===== src/hw/rtl/dsv_pkg.sv =====
// ----------------------------------------------------------------------------
// dsv_pkg
// Shared types, widths and codes for the diverse square root voter.
// ----------------------------------------------------------------------------
package dsv_pkg;

    localparam int FRAC_BITS = 16;
    localparam int INT_BITS  = 16;
    localparam int RAD_W     = INT_BITS + FRAC_BITS;      // radicand width
    localparam int S_W       = RAD_W + FRAC_BITS;         // scaled radicand
    localparam int ROOT_W    = 25;                        // result root width
    localparam int BIS_W     = RAD_W + 1;                 // bisection bounds
    localparam int HALF_W    = S_W / 2;                   // narrow multiply
    localparam int TOL_W     = 16;
    localparam int CAP_W     = 7;
    localparam int CFG_W     = 16;
    localparam int CFG_IDX_W = 1;
    localparam int DCNT_W    = $clog2(S_W);

    localparam logic [CFG_IDX_W-1:0] CFG_TOLERANCE = 1'd0;
    localparam logic [CFG_IDX_W-1:0] CFG_NEWTON_CAP = 1'd1;

    localparam logic [TOL_W-1:0] TOL_RESET = 16'd1;
    localparam logic [CAP_W-1:0] CAP_RESET = 7'd32;

    typedef enum logic [1:0] {
        V_REFERENCE = 2'd0,
        V_NEWTON    = 2'd1,
        V_FAULT     = 2'd2
    } t_verdict;

    typedef enum logic [3:0] {
        ST_IDLE,
        ST_ROOT,
        ST_BIS_MID,
        ST_BIS_MUL,
        ST_BIS_UPD,
        ST_DIV_START,
        ST_DIV,
        ST_NT_NEXT,
        ST_NT_CHK,
        ST_SQUARE,
        ST_VOTE
    } t_state;

    typedef struct packed {
        logic load;
        logic rt_step;
        logic bis_mid;
        logic bis_mul;
        logic bis_upd;
        logic dv_start;
        logic dv_step;
        logic nt_next;
        logic nt_adv;
        logic sq;
        logic publish;
    } t_cmd;

    typedef struct packed {
        logic rt_last;
        logic bis_more;
        logic dv_last;
        logic nt_more;
    } t_sts;

    typedef struct packed {
        logic [ROOT_W-1:0] chosen_root;
        logic [ROOT_W-1:0] reference_root;
        logic [ROOT_W-1:0] newton_root;
        logic [ROOT_W-1:0] bisection_root;
        t_verdict          verdict;
        logic              square_check_ok;
    } t_result;

    function automatic logic [BIS_W-1:0] absdiff(input logic [BIS_W-1:0] a,
                                                 input logic [BIS_W-1:0] b);
        absdiff = (a > b) ? (a - b) : (b - a);
    endfunction

endpackage


===== src/hw/rtl/dsv_in_if.sv =====
// ----------------------------------------------------------------------------
// dsv_in_if
// Radicand channel: valid/ready handshake with one unsigned Q16.16 value.
// ----------------------------------------------------------------------------
interface dsv_in_if;
    import dsv_pkg::*;

    logic             valid;
    logic             ready;
    logic [RAD_W-1:0] radicand;

    modport source(output valid, output radicand, input ready);
    modport sink(input valid, input radicand, output ready);
endinterface


===== src/hw/rtl/dsv_out_if.sv =====
// ----------------------------------------------------------------------------
// dsv_out_if
// Result channel: voted root, the three candidate roots and the flags.
// ----------------------------------------------------------------------------
interface dsv_out_if;
    import dsv_pkg::*;

    logic              valid;
    logic              ready;
    logic [ROOT_W-1:0] chosen_root;
    logic [ROOT_W-1:0] reference_root;
    logic [ROOT_W-1:0] newton_root;
    logic [ROOT_W-1:0] bisection_root;
    logic [1:0]        verdict;
    logic              square_check_ok;

    modport source(output valid, output chosen_root, output reference_root,
                   output newton_root, output bisection_root, output verdict,
                   output square_check_ok, input ready);
    modport sink(input valid, input chosen_root, input reference_root,
                 input newton_root, input bisection_root, input verdict,
                 input square_check_ok, output ready);
endinterface


===== src/hw/rtl/dsv_dp.sv =====
// ----------------------------------------------------------------------------
// dsv_dp
// Datapath: digit-by-digit root, bisection, Newton with a radix-2 divider,
// square check, vote and result register.
// ----------------------------------------------------------------------------
module dsv_dp (
    input  logic                           i_clk,
    input  logic                           i_rst_n,
    input  dsv_pkg::t_cmd                  i_cmd,
    output dsv_pkg::t_sts                  o_sts,
    input  logic [dsv_pkg::RAD_W-1:0]      i_radicand,
    input  logic                           i_cfg_we,
    input  logic [dsv_pkg::CFG_IDX_W-1:0]  i_cfg_idx,
    input  logic [dsv_pkg::CFG_W-1:0]      i_cfg_data,
    output dsv_pkg::t_result               o_res
);
    import dsv_pkg::*;

    // configuration
    logic [TOL_W-1:0]  r_tol;
    logic [CAP_W-1:0]  r_cap;
    logic [TOL_W-1:0]  tol_eff;

    logic [S_W-1:0]    r_s;

    // digit-by-digit root
    logic [S_W:0]      r_rt_res;
    logic [S_W-1:0]    r_rt_rem;
    logic [S_W-1:0]    r_rt_bit;
    logic [S_W:0]      rt_sum;

    // bisection
    logic [BIS_W-1:0]  r_lo;
    logic [BIS_W-1:0]  r_hi;
    logic [BIS_W-1:0]  r_mid;
    logic [S_W-1:0]    r_prod;
    logic              r_mid_big;
    logic [BIS_W:0]    mid_sum;
    logic [BIS_W-1:0]  hi_init;

    // Newton and divider
    logic [S_W-1:0]    r_cur;
    logic [S_W-1:0]    r_next;
    logic [CAP_W-1:0]  r_nt_cnt;
    logic [S_W-1:0]    r_dv_rem;
    logic [S_W-1:0]    r_dv_q;
    logic [DCNT_W-1:0] r_dv_cnt;
    logic [S_W:0]      dv_trial;
    logic [S_W:0]      dv_diff;
    logic [S_W-1:0]    q_eff;
    logic [S_W:0]      nt_sum;
    logic [S_W-1:0]    nt_delta;

    // square check and vote
    logic [ROOT_W-1:0]   n_sat;
    logic [ROOT_W-1:0]   r_nsat;
    logic [2*ROOT_W-1:0] r_nsq;
    logic [2*ROOT_W-1:0] sq_diff;
    logic [BIS_W-1:0]    ref_w;
    logic [BIS_W-1:0]    nt_w;
    logic                rn_ok;
    logic                rb_ok;
    logic                nb_ok;
    t_result             res_d;
    t_result             r_res;

    assign tol_eff = (r_tol == '0) ? TOL_W'(1) : r_tol;

    always_ff @(posedge i_clk) begin
        if (!i_rst_n) begin
            r_tol <= TOL_RESET;
            r_cap <= CAP_RESET;
        end else if (i_cfg_we) begin
            case (i_cfg_idx)
                CFG_TOLERANCE:  r_tol <= i_cfg_data[TOL_W-1:0];
                CFG_NEWTON_CAP: r_cap <= i_cfg_data[CAP_W-1:0];
                default: ;
            endcase
        end
    end

    assign hi_init  = {1'b0, i_radicand} + (BIS_W'(1) << FRAC_BITS);
    assign rt_sum   = r_rt_res + {1'b0, r_rt_bit};
    assign mid_sum  = {1'b0, r_lo} + {1'b0, r_hi};
    assign dv_trial = {r_dv_rem, r_dv_q[S_W-1]};
    assign dv_diff  = dv_trial - {1'b0, r_cur};
    assign q_eff    = (r_cur == '0) ? '0 : r_dv_q;
    assign nt_sum   = {1'b0, r_cur} + {1'b0, q_eff};
    assign nt_delta = (r_next > r_cur) ? (r_next - r_cur) : (r_cur - r_next);
    assign n_sat    = (|r_cur[S_W-1:ROOT_W]) ? {ROOT_W{1'b1}} : r_cur[ROOT_W-1:0];

    assign o_sts.rt_last  = (r_rt_bit == S_W'(1));
    assign o_sts.bis_more = ((r_hi - r_lo) > BIS_W'(tol_eff));
    assign o_sts.dv_last  = (r_dv_cnt == DCNT_W'(S_W - 1));
    assign o_sts.nt_more  = (nt_delta > S_W'(tol_eff)) && (r_nt_cnt < r_cap);

    always_ff @(posedge i_clk) begin
        if (i_cmd.load) begin
            r_s      <= {i_radicand, FRAC_BITS'(0)};
            r_rt_res <= '0;
            r_rt_rem <= {i_radicand, FRAC_BITS'(0)};
            r_rt_bit <= S_W'(1) << (S_W - 2);
            r_lo     <= '0;
            r_hi     <= hi_init;
            r_cur    <= S_W'(hi_init[BIS_W-1:1]);
            r_nt_cnt <= CAP_W'(1);
        end
        if (i_cmd.rt_step) begin
            if ({1'b0, r_rt_rem} >= rt_sum) begin
                r_rt_rem <= r_rt_rem - rt_sum[S_W-1:0];
                r_rt_res <= (r_rt_res >> 1) + {1'b0, r_rt_bit};
            end else begin
                r_rt_res <= r_rt_res >> 1;
            end
            r_rt_bit <= r_rt_bit >> 2;
        end
        if (i_cmd.bis_mid) begin
            r_mid <= mid_sum[BIS_W:1];
        end
        if (i_cmd.bis_mul) begin
            r_prod    <= r_mid[HALF_W-1:0] * r_mid[HALF_W-1:0];
            r_mid_big <= |r_mid[BIS_W-1:HALF_W];
        end
        if (i_cmd.bis_upd) begin
            if (!r_mid_big && (r_prod <= r_s)) begin
                r_lo <= r_mid;
            end else begin
                r_hi <= r_mid;
            end
        end
        if (i_cmd.dv_start) begin
            r_dv_rem <= '0;
            r_dv_q   <= r_s;
            r_dv_cnt <= '0;
        end
        if (i_cmd.dv_step) begin
            if (!dv_diff[S_W]) begin
                r_dv_rem <= dv_diff[S_W-1:0];
                r_dv_q   <= {r_dv_q[S_W-2:0], 1'b1};
            end else begin
                r_dv_rem <= dv_trial[S_W-1:0];
                r_dv_q   <= {r_dv_q[S_W-2:0], 1'b0};
            end
            r_dv_cnt <= r_dv_cnt + DCNT_W'(1);
        end
        if (i_cmd.nt_next) begin
            r_next <= nt_sum[S_W:1];
        end
        if (i_cmd.nt_adv) begin
            r_cur    <= r_next;
            r_nt_cnt <= r_nt_cnt + CAP_W'(1);
        end
        if (i_cmd.sq) begin
            r_nsat <= n_sat;
            r_nsq  <= n_sat * n_sat;
        end
        if (i_cmd.publish) begin
            r_res <= res_d;
        end
    end

    // vote on the three candidates
    always_comb begin
        ref_w   = BIS_W'(r_rt_res[ROOT_W-1:0]);
        nt_w    = BIS_W'(r_nsat);
        rn_ok   = absdiff(ref_w, nt_w) < BIS_W'(tol_eff);
        rb_ok   = absdiff(ref_w, r_lo) < BIS_W'(tol_eff);
        nb_ok   = absdiff(nt_w, r_lo) < BIS_W'(tol_eff);
        sq_diff = (r_nsq > (2*ROOT_W)'(r_s)) ? (r_nsq - (2*ROOT_W)'(r_s))
                                             : ((2*ROOT_W)'(r_s) - r_nsq);
        res_d.reference_root  = r_rt_res[ROOT_W-1:0];
        res_d.newton_root     = r_nsat;
        res_d.bisection_root  = r_lo[ROOT_W-1:0];
        res_d.square_check_ok = sq_diff < (2*ROOT_W)'({tol_eff, FRAC_BITS'(0)});
        if (rn_ok || rb_ok) begin
            res_d.chosen_root = r_rt_res[ROOT_W-1:0];
            res_d.verdict     = V_REFERENCE;
        end else if (nb_ok) begin
            res_d.chosen_root = r_nsat;
            res_d.verdict     = V_NEWTON;
        end else begin
            res_d.chosen_root = '0;
            res_d.verdict     = V_FAULT;
        end
    end

    assign o_res = r_res;
endmodule


===== src/hw/rtl/dsv_ctrl.sv =====
// ----------------------------------------------------------------------------
// dsv_ctrl
// Controller: sequences root, bisection and Newton phases, owns handshakes.
// ----------------------------------------------------------------------------
module dsv_ctrl (
    input  logic          i_clk,
    input  logic          i_rst_n,
    input  logic          i_in_valid,
    output logic          o_in_ready,
    output logic          o_out_valid,
    input  logic          i_out_ready,
    input  dsv_pkg::t_sts i_sts,
    output dsv_pkg::t_cmd o_cmd
);
    import dsv_pkg::*;

    t_state r_state;
    t_state n_state;
    logic   r_ovld;
    logic   n_ovld;
    logic   slot_free;

    assign slot_free = !r_ovld || i_out_ready;

    always_ff @(posedge i_clk) begin
        if (!i_rst_n) begin
            r_state <= ST_IDLE;
            r_ovld  <= 1'b0;
        end else begin
            r_state <= n_state;
            r_ovld  <= n_ovld;
        end
    end

    always_comb begin
        n_state = r_state;
        case (r_state)
            ST_IDLE:      if (i_in_valid) n_state = ST_ROOT;
            ST_ROOT:      if (i_sts.rt_last) n_state = ST_BIS_MID;
            ST_BIS_MID:   n_state = i_sts.bis_more ? ST_BIS_MUL : ST_DIV_START;
            ST_BIS_MUL:   n_state = ST_BIS_UPD;
            ST_BIS_UPD:   n_state = ST_BIS_MID;
            ST_DIV_START: n_state = ST_DIV;
            ST_DIV:       if (i_sts.dv_last) n_state = ST_NT_NEXT;
            ST_NT_NEXT:   n_state = ST_NT_CHK;
            ST_NT_CHK:    n_state = i_sts.nt_more ? ST_DIV_START : ST_SQUARE;
            ST_SQUARE:    n_state = ST_VOTE;
            ST_VOTE:      if (slot_free) n_state = ST_IDLE;
            default:      n_state = ST_IDLE;
        endcase
    end

    always_comb begin
        o_cmd      = '0;
        o_in_ready = 1'b0;
        case (r_state)
            ST_IDLE: begin
                o_in_ready = 1'b1;
                o_cmd.load = i_in_valid;
            end
            ST_ROOT:      o_cmd.rt_step  = 1'b1;
            ST_BIS_MID:   o_cmd.bis_mid  = 1'b1;
            ST_BIS_MUL:   o_cmd.bis_mul  = 1'b1;
            ST_BIS_UPD:   o_cmd.bis_upd  = 1'b1;
            ST_DIV_START: o_cmd.dv_start = 1'b1;
            ST_DIV:       o_cmd.dv_step  = 1'b1;
            ST_NT_NEXT:   o_cmd.nt_next  = 1'b1;
            ST_NT_CHK:    o_cmd.nt_adv   = i_sts.nt_more;
            ST_SQUARE:    o_cmd.sq       = 1'b1;
            ST_VOTE:      o_cmd.publish  = slot_free;
            default: ;
        endcase
    end

    always_comb begin
        n_ovld = r_ovld;
        if (o_cmd.publish) begin
            n_ovld = 1'b1;
        end else if (i_out_ready) begin
            n_ovld = 1'b0;
        end
    end

    assign o_out_valid = r_ovld;
endmodule


===== src/hw/rtl/diverse_sqrt_voter.sv =====
// ----------------------------------------------------------------------------
// diverse_sqrt_voter
// Square root of an unsigned Q16.16 value computed three ways and voted.
// ----------------------------------------------------------------------------
// Sequence: a digit-by-digit reference root, bisection halvings, then N Newton
//   steps (1 to the iteration cap); the radix-2 divider inside each Newton
//   step dominates.
// Throughput: one transaction at a time; the next radicand is taken while a
//   finished result still waits in the output register.
// Reset: synchronous, active low; returns to idle, drops the output valid
//   and restores tolerance 1 and iteration cap 32.
module diverse_sqrt_voter (
    input  logic                          i_clk,
    input  logic                          i_rst_n,
    dsv_in_if.sink                        i_rad,
    dsv_out_if.source                     o_res,
    input  logic                          i_cfg_we,
    input  logic [dsv_pkg::CFG_IDX_W-1:0] i_cfg_idx,
    input  logic [dsv_pkg::CFG_W-1:0]     i_cfg_data
);
    import dsv_pkg::*;

    t_cmd    cmd;
    t_sts    sts;
    t_result res;

    // Controller: walks reference root, bisection, then Newton steps, and
    // holds the result valid until the sink takes the transaction.
    dsv_ctrl u_ctrl (
        .i_clk       (i_clk),
        .i_rst_n     (i_rst_n),
        .i_in_valid  (i_rad.valid),
        .o_in_ready  (i_rad.ready),
        .o_out_valid (o_res.valid),
        .i_out_ready (o_res.ready),
        .i_sts       (sts),
        .o_cmd       (cmd)
    );

    // Datapath: all arithmetic, configuration registers and result register.
    dsv_dp u_dp (
        .i_clk      (i_clk),
        .i_rst_n    (i_rst_n),
        .i_cmd      (cmd),
        .o_sts      (sts),
        .i_radicand (i_rad.radicand),
        .i_cfg_we   (i_cfg_we),
        .i_cfg_idx  (i_cfg_idx),
        .i_cfg_data (i_cfg_data),
        .o_res      (res)
    );

    // Drive the result channel straight from the result register.
    assign o_res.chosen_root     = res.chosen_root;
    assign o_res.reference_root  = res.reference_root;
    assign o_res.newton_root     = res.newton_root;
    assign o_res.bisection_root  = res.bisection_root;
    assign o_res.verdict         = res.verdict;
    assign o_res.square_check_ok = res.square_check_ok;
endmodule


===== src/flat_wrapper.sv =====
// flat-port wrapper written by rule: the top's interface ports become plain ports
module diverse_sqrt_voter_flat import dsv_pkg::*;
  (i_clk, i_rst_n, i_cfg_we, i_cfg_idx, i_cfg_data, i_rad_valid, i_rad_radicand, i_rad_ready, o_res_valid, o_res_chosen_root, o_res_reference_root, o_res_newton_root, o_res_bisection_root, o_res_verdict, o_res_square_check_ok, o_res_ready);
  dsv_in_if i_rad_i ();
  dsv_out_if o_res_i ();
  input  logic i_clk;
  input  logic i_rst_n;
  input  logic i_cfg_we;
  input  logic [dsv_pkg::CFG_IDX_W-1:0] i_cfg_idx;
  input  logic [dsv_pkg::CFG_W-1:0] i_cfg_data;
  input wire logic [$bits(i_rad_i.valid)-1:0] i_rad_valid;
  input wire logic [$bits(i_rad_i.radicand)-1:0] i_rad_radicand;
  output wire logic [$bits(i_rad_i.ready)-1:0] i_rad_ready;
  output wire logic [$bits(o_res_i.valid)-1:0] o_res_valid;
  output wire logic [$bits(o_res_i.chosen_root)-1:0] o_res_chosen_root;
  output wire logic [$bits(o_res_i.reference_root)-1:0] o_res_reference_root;
  output wire logic [$bits(o_res_i.newton_root)-1:0] o_res_newton_root;
  output wire logic [$bits(o_res_i.bisection_root)-1:0] o_res_bisection_root;
  output wire logic [$bits(o_res_i.verdict)-1:0] o_res_verdict;
  output wire logic [$bits(o_res_i.square_check_ok)-1:0] o_res_square_check_ok;
  input wire logic [$bits(o_res_i.ready)-1:0] o_res_ready;
  assign i_rad_i.valid = i_rad_valid;
  assign i_rad_i.radicand = i_rad_radicand;
  assign i_rad_ready = i_rad_i.ready;
  assign o_res_valid = o_res_i.valid;
  assign o_res_chosen_root = o_res_i.chosen_root;
  assign o_res_reference_root = o_res_i.reference_root;
  assign o_res_newton_root = o_res_i.newton_root;
  assign o_res_bisection_root = o_res_i.bisection_root;
  assign o_res_verdict = o_res_i.verdict;
  assign o_res_square_check_ok = o_res_i.square_check_ok;
  assign o_res_i.ready = o_res_ready;
  diverse_sqrt_voter u_core (.i_clk(i_clk), .i_rst_n(i_rst_n), .i_rad(i_rad_i), .o_res(o_res_i), .i_cfg_we(i_cfg_we), .i_cfg_idx(i_cfg_idx), .i_cfg_data(i_cfg_data));
endmodule

===== config.mk =====
export PLATFORM = sky130hd
export DESIGN_NAME = diverse_sqrt_voter_flat
export DESIGN_NICKNAME = d
export VERILOG_FILES = /design/src/hw/rtl/dsv_pkg.sv /design/src/hw/rtl/dsv_in_if.sv /design/src/hw/rtl/dsv_out_if.sv /design/src/hw/rtl/dsv_dp.sv /design/src/hw/rtl/dsv_ctrl.sv /design/src/hw/rtl/diverse_sqrt_voter.sv /design/src/flat_wrapper.sv
export SDC_FILE = /design/constraint.sdc
export NUM_CORES = 2
export LEC_CHECK = 0
export ABC_CLOCK_PERIOD_IN_PS = 19300
export BUFFER_PORTS_ARGS = -buffer_cell sky130_fd_sc_hd__buf_2
export CORE_MARGIN = 2
export CORE_UTILIZATION = 35
export CTS_CLUSTER_SIZE = 14
export DETAILED_ROUTE_END_ITERATION = 8
export PLACE_DENSITY = 0.59
export SYNTH_ARGS = -nofsm -noshare
export SYNTH_HDL_FRONTEND = slang
export SYNTH_SLANG_ARGS = --single-unit
export TNS_END_PERCENT = 50

===== constraint.sdc =====
create_clock -name i_clk -period 19.3 [get_ports i_clk]
set_clock_uncertainty 0.05 [all_clocks]
set_input_delay 0 -clock i_clk [delete_from_list [all_inputs] [get_ports i_clk]]
set_output_delay 0 -clock i_clk [all_outputs]
set_load 0.05 [all_outputs]

==> results by group <==
Outcome
  • Outcome: finished clean

Worst setup path
  • CP Max Fanout: 25
  • Startpoint Class: register
  • Worst path max stage delay: about 0.87 ns
  • Critical-path top delay cell: clkinv_1
  • CP arrival: around 11 ns
  • Critical Path RT: 19.75 ns
  • Most Frequent Cell on Critical Path: fa_1
  • Critical path class: register to register
  • Worst Setup End Kind: register

GRT
  • Vias in the first global route: roughly 77,000
  • GRT Residual Overflow: 0
  • First-pass GRT wire length: around 500,000 um
  • Initial antenna violation count: 32
  • Pin count of the biggest net entering global routing: 95
  • Gr usage total: 0.242

Clock network
  • # clock sinks: 709
  • Cts bufs inserted: 92
  • H-Tree Depth: 3
  • Deepest clock path buffer count: 3
  • Post-CTS sizing: 0
  • Clk_lat worst skew: roughly 0.80 ns
  • CTS root buffer: clkbuf_16
  • CTS tree: yes
  • Clk pin slew, worst setup/hold paths: around 0.060 ns

STA
  • Slew HR: 0.0957
  • Pins Over Slew Limit: 0
  • Least-Margin Pin Slew: roughly 1.3 ns
  • Crit share post-route: 0.547
  • Setup TNS: 0 ns
  • # setup viols final: 0
  • Final min period: 10.56 ns
  • RSZ-0062 raised after global routing: false
  • FMAX: ~0.095 GHz
  • Final hold vios: 0

Synthesis
  • Synth unique cells: 99
  • Most frequent cell after synthesis: inv_1
  • Cells after Synth: between 10,000 and 15,000
  • Commonest cells post-synth: 1,614 x inv_1, 1,056 x ha_1, 906 x nand2_1
  • Yosys Warn Count: 0
  • Synthesized flop and latch total: 709
  • Post-synthesis sequential area ratio: 0.212
  • Adder-cell share of the synthesized area: 0.333
  • Top cells by area, synth: fa_1 19%, edfxtp_1 18%, ha_1 14%, inv_1 6.5%, nand2_1 3.6%
  • Post-synth EDFFs: 566
  • Synth Area in Compound Gates: 0.156
  • Synth Cell Area: roughly 94,000 um2
  • Synth top area share: 0.192
  • Mux cell area share after synthesis: 0.0258
  • Area leader, netlist: fa_1
  • Top FF cell, synth: edfxtp_1
  • Post-Synth XOR/XNOR Area: 0.0497
  • Mean Syn Cell Area: a little under 9 um2
  • Largest family of logic cells by synthesized area: adder cells
  • Ys async rst share: 0
  • Post-Synth Simple-Gate Area: 0.141
  • Syn nets: approximately 13,000

Detailed routing
  • DRT iter0 DRCs: approximately 7,800
  • Drt pass-1 iters: 6
  • Uppermost layer routed: met5
  • M1 wire length: between 100,000 and 150,000 um
  • Metal3 WL: around 30,000 um
  • Via density: 5.46
  • Post-DR wirelength/cell: 23.4 um
  • Final WL: 334,000 um
  • Met2 WL: around 150,000 um
  • Total vias in the final route: around 78,000
  • Remaining antenna violation count after routing: 0
  • DRC viols: 0

Final layout
  • Fill cell count: 27,200
  • Layout cell share with drive strength beyond 1: 0.0558
  • Total Nets Final: between 10,000 and 15,000
  • Area delta synth->final: 9.51%

Die
  • Die Ht: between 500 and 600 um
  • Initial core utilization: 0.351
  • Ports: about 160
  • Width of the die: 522 um
  • Core Region: 267,000 um2
  • Die ar.: roughly 270,000 um2
  • Site Rows: 190

Placement
  • Hpwl dp: 266,000 um
  • Port buffer count: about 160
  • GPL Wtd Cong: approximately 1

Flow run
  • Number of max-cap violations: 0

Worst hold path
  • HP Class: input pin to register
-- final cells by class --
class                   count  area [um2]  share of cell area
flip-flops and latches    709       19900               0.193
inverters                1629        6120              0.0595
clock buffers             106        2410              0.0234
clock inverters            65         790             0.00769
repair buffers            378        2670              0.0260
diodes                     16        40.0            0.000390
well taps                3552        4440              0.0433
multi-input cells        7838       66400               0.646
-- worst paths after layout --
path	startpoint	endpoint	slack [ns]	depth (start not counted)
setup / recovery	u_core.u_dp.r_cur[26]	u_core.u_dp.r_nsq[49]	8.74	33
setup reg to reg	u_core.u_dp.r_cur[26]	u_core.u_dp.r_nsq[49]	8.74	33
hold / removal	i_cfg_data[2]	u_core.u_dp.r_tol[2]	0.07	4
hold reg to reg	u_core.u_dp.r_rt_rem[5]	u_core.u_dp.r_rt_rem[5]	0.41	2
-- cells by family after synthesis --
kind of cell,count (synthesis)
xor gates and xnor gates,532
and+or+nand+nor,2825
muxes,234
buffers and inverters,2017
AOI/OAI and AO/OA,2289
DFF,709
adders and majority gates,1958
-- placed cells by master (no fill, tap or decap), drive strengths merged, types with 61 or more instances in the layout --
cell type       n
a21oi         670
dlygate4sd3    92
fa            902
nand3         177
nor4           66
buf           286
edfxtp        566
a211oi        103
mux2i         175
a21boi         61
o21a           89
nand2         906
nor2b          88
a31oi         120
nor2          805
nand2b         83
ha           1056
nand4         110
dfxtp         143
clkbuf        106
and3           74
xnor2         339
a21o          282
and2          239
inv          1626
xor2          193
nor3          120
o21ai         485
o21bai        113
-- worst max-delay path, delay by kind of cell, from the launching register on --
family | cells | cell delay, ns
fa+ha+maj | 8 | 3.56
simple gates | 6 | 1.95
buf+inv | 7 | 1.44
xor+xnor | 1 | 0.08
flops | 1 | 0.45
compound gates | 11 | 2.70
-- flip-flops by register name, summed over array words and instances, names as in the netlist --
name                       flops
u_core.u_dp.r_mid_big          1
u_core.u_dp.r_cap              7
u_core.u_dp.r_rt_res          49
u_core.u_dp.r_s               32
u_core.u_dp.r_hi              33
u_core.u_dp.o_res            103
u_core.u_ctrl.o_out_valid      1
u_core.u_dp.r_nsat            25
u_core.u_dp.r_next            48
u_core.u_dp.r_nsq             48
u_core.u_dp.r_nt_cnt           7
u_core.u_ctrl.r_state          4
u_core.u_dp.r_dv_rem          48
u_core.u_dp.r_lo              33
u_core.u_dp.r_mid             33
u_core.u_dp.r_cur             48
u_core.u_dp.r_prod            47
u_core.u_dp.r_rt_bit          24
u_core.u_dp.r_dv_q            48
u_core.u_dp.r_rt_rem          48
u_core.u_dp.r_dv_cnt           6
u_core.u_dp.r_tol             16
-- per-stage QoR --
step / util / hold slack (ns) / setup slack (ns) / instance area [um2] / std cells
after floorplan: - / 0.0489 / 10.52 / 93800 / 10600
after global placement: 0.369 / 0.210 / 9.06 / 98600 / 14000
after detailed placement: 0.369 / 0.208 / 8.82 / 98600 / 14000
after CTS: 0.384 / 0.0222 / 8.74 / 103000 / 14300
after global routing: 0.384 / 0.0830 / 8.20 / 103000 / 14300
final: 0.384 / 0.0723 / 8.74 / 103000 / 14300
-- metal layers --
| layer | vias up | GRT usage |
|---|---|---|
| li1 | 36000 | - |
| met1 | 38500 | 0.332 |
| met2 | 3051 | 0.374 |
| met3 | 553 | 0.0491 |
| met4 | 30 | 0.0899 |
| met5 | - | 0 |
-- repair_timing --
item,in CTS,in global routing
hold endpoints to repair,127,0
buffers inserted,0,0
endpoints found under the setup margin,0,0
hold buffers,92,0
Power is not shown: default switching activity piles up to over one toggle a cycle in this logic, so the estimate is an artifact.
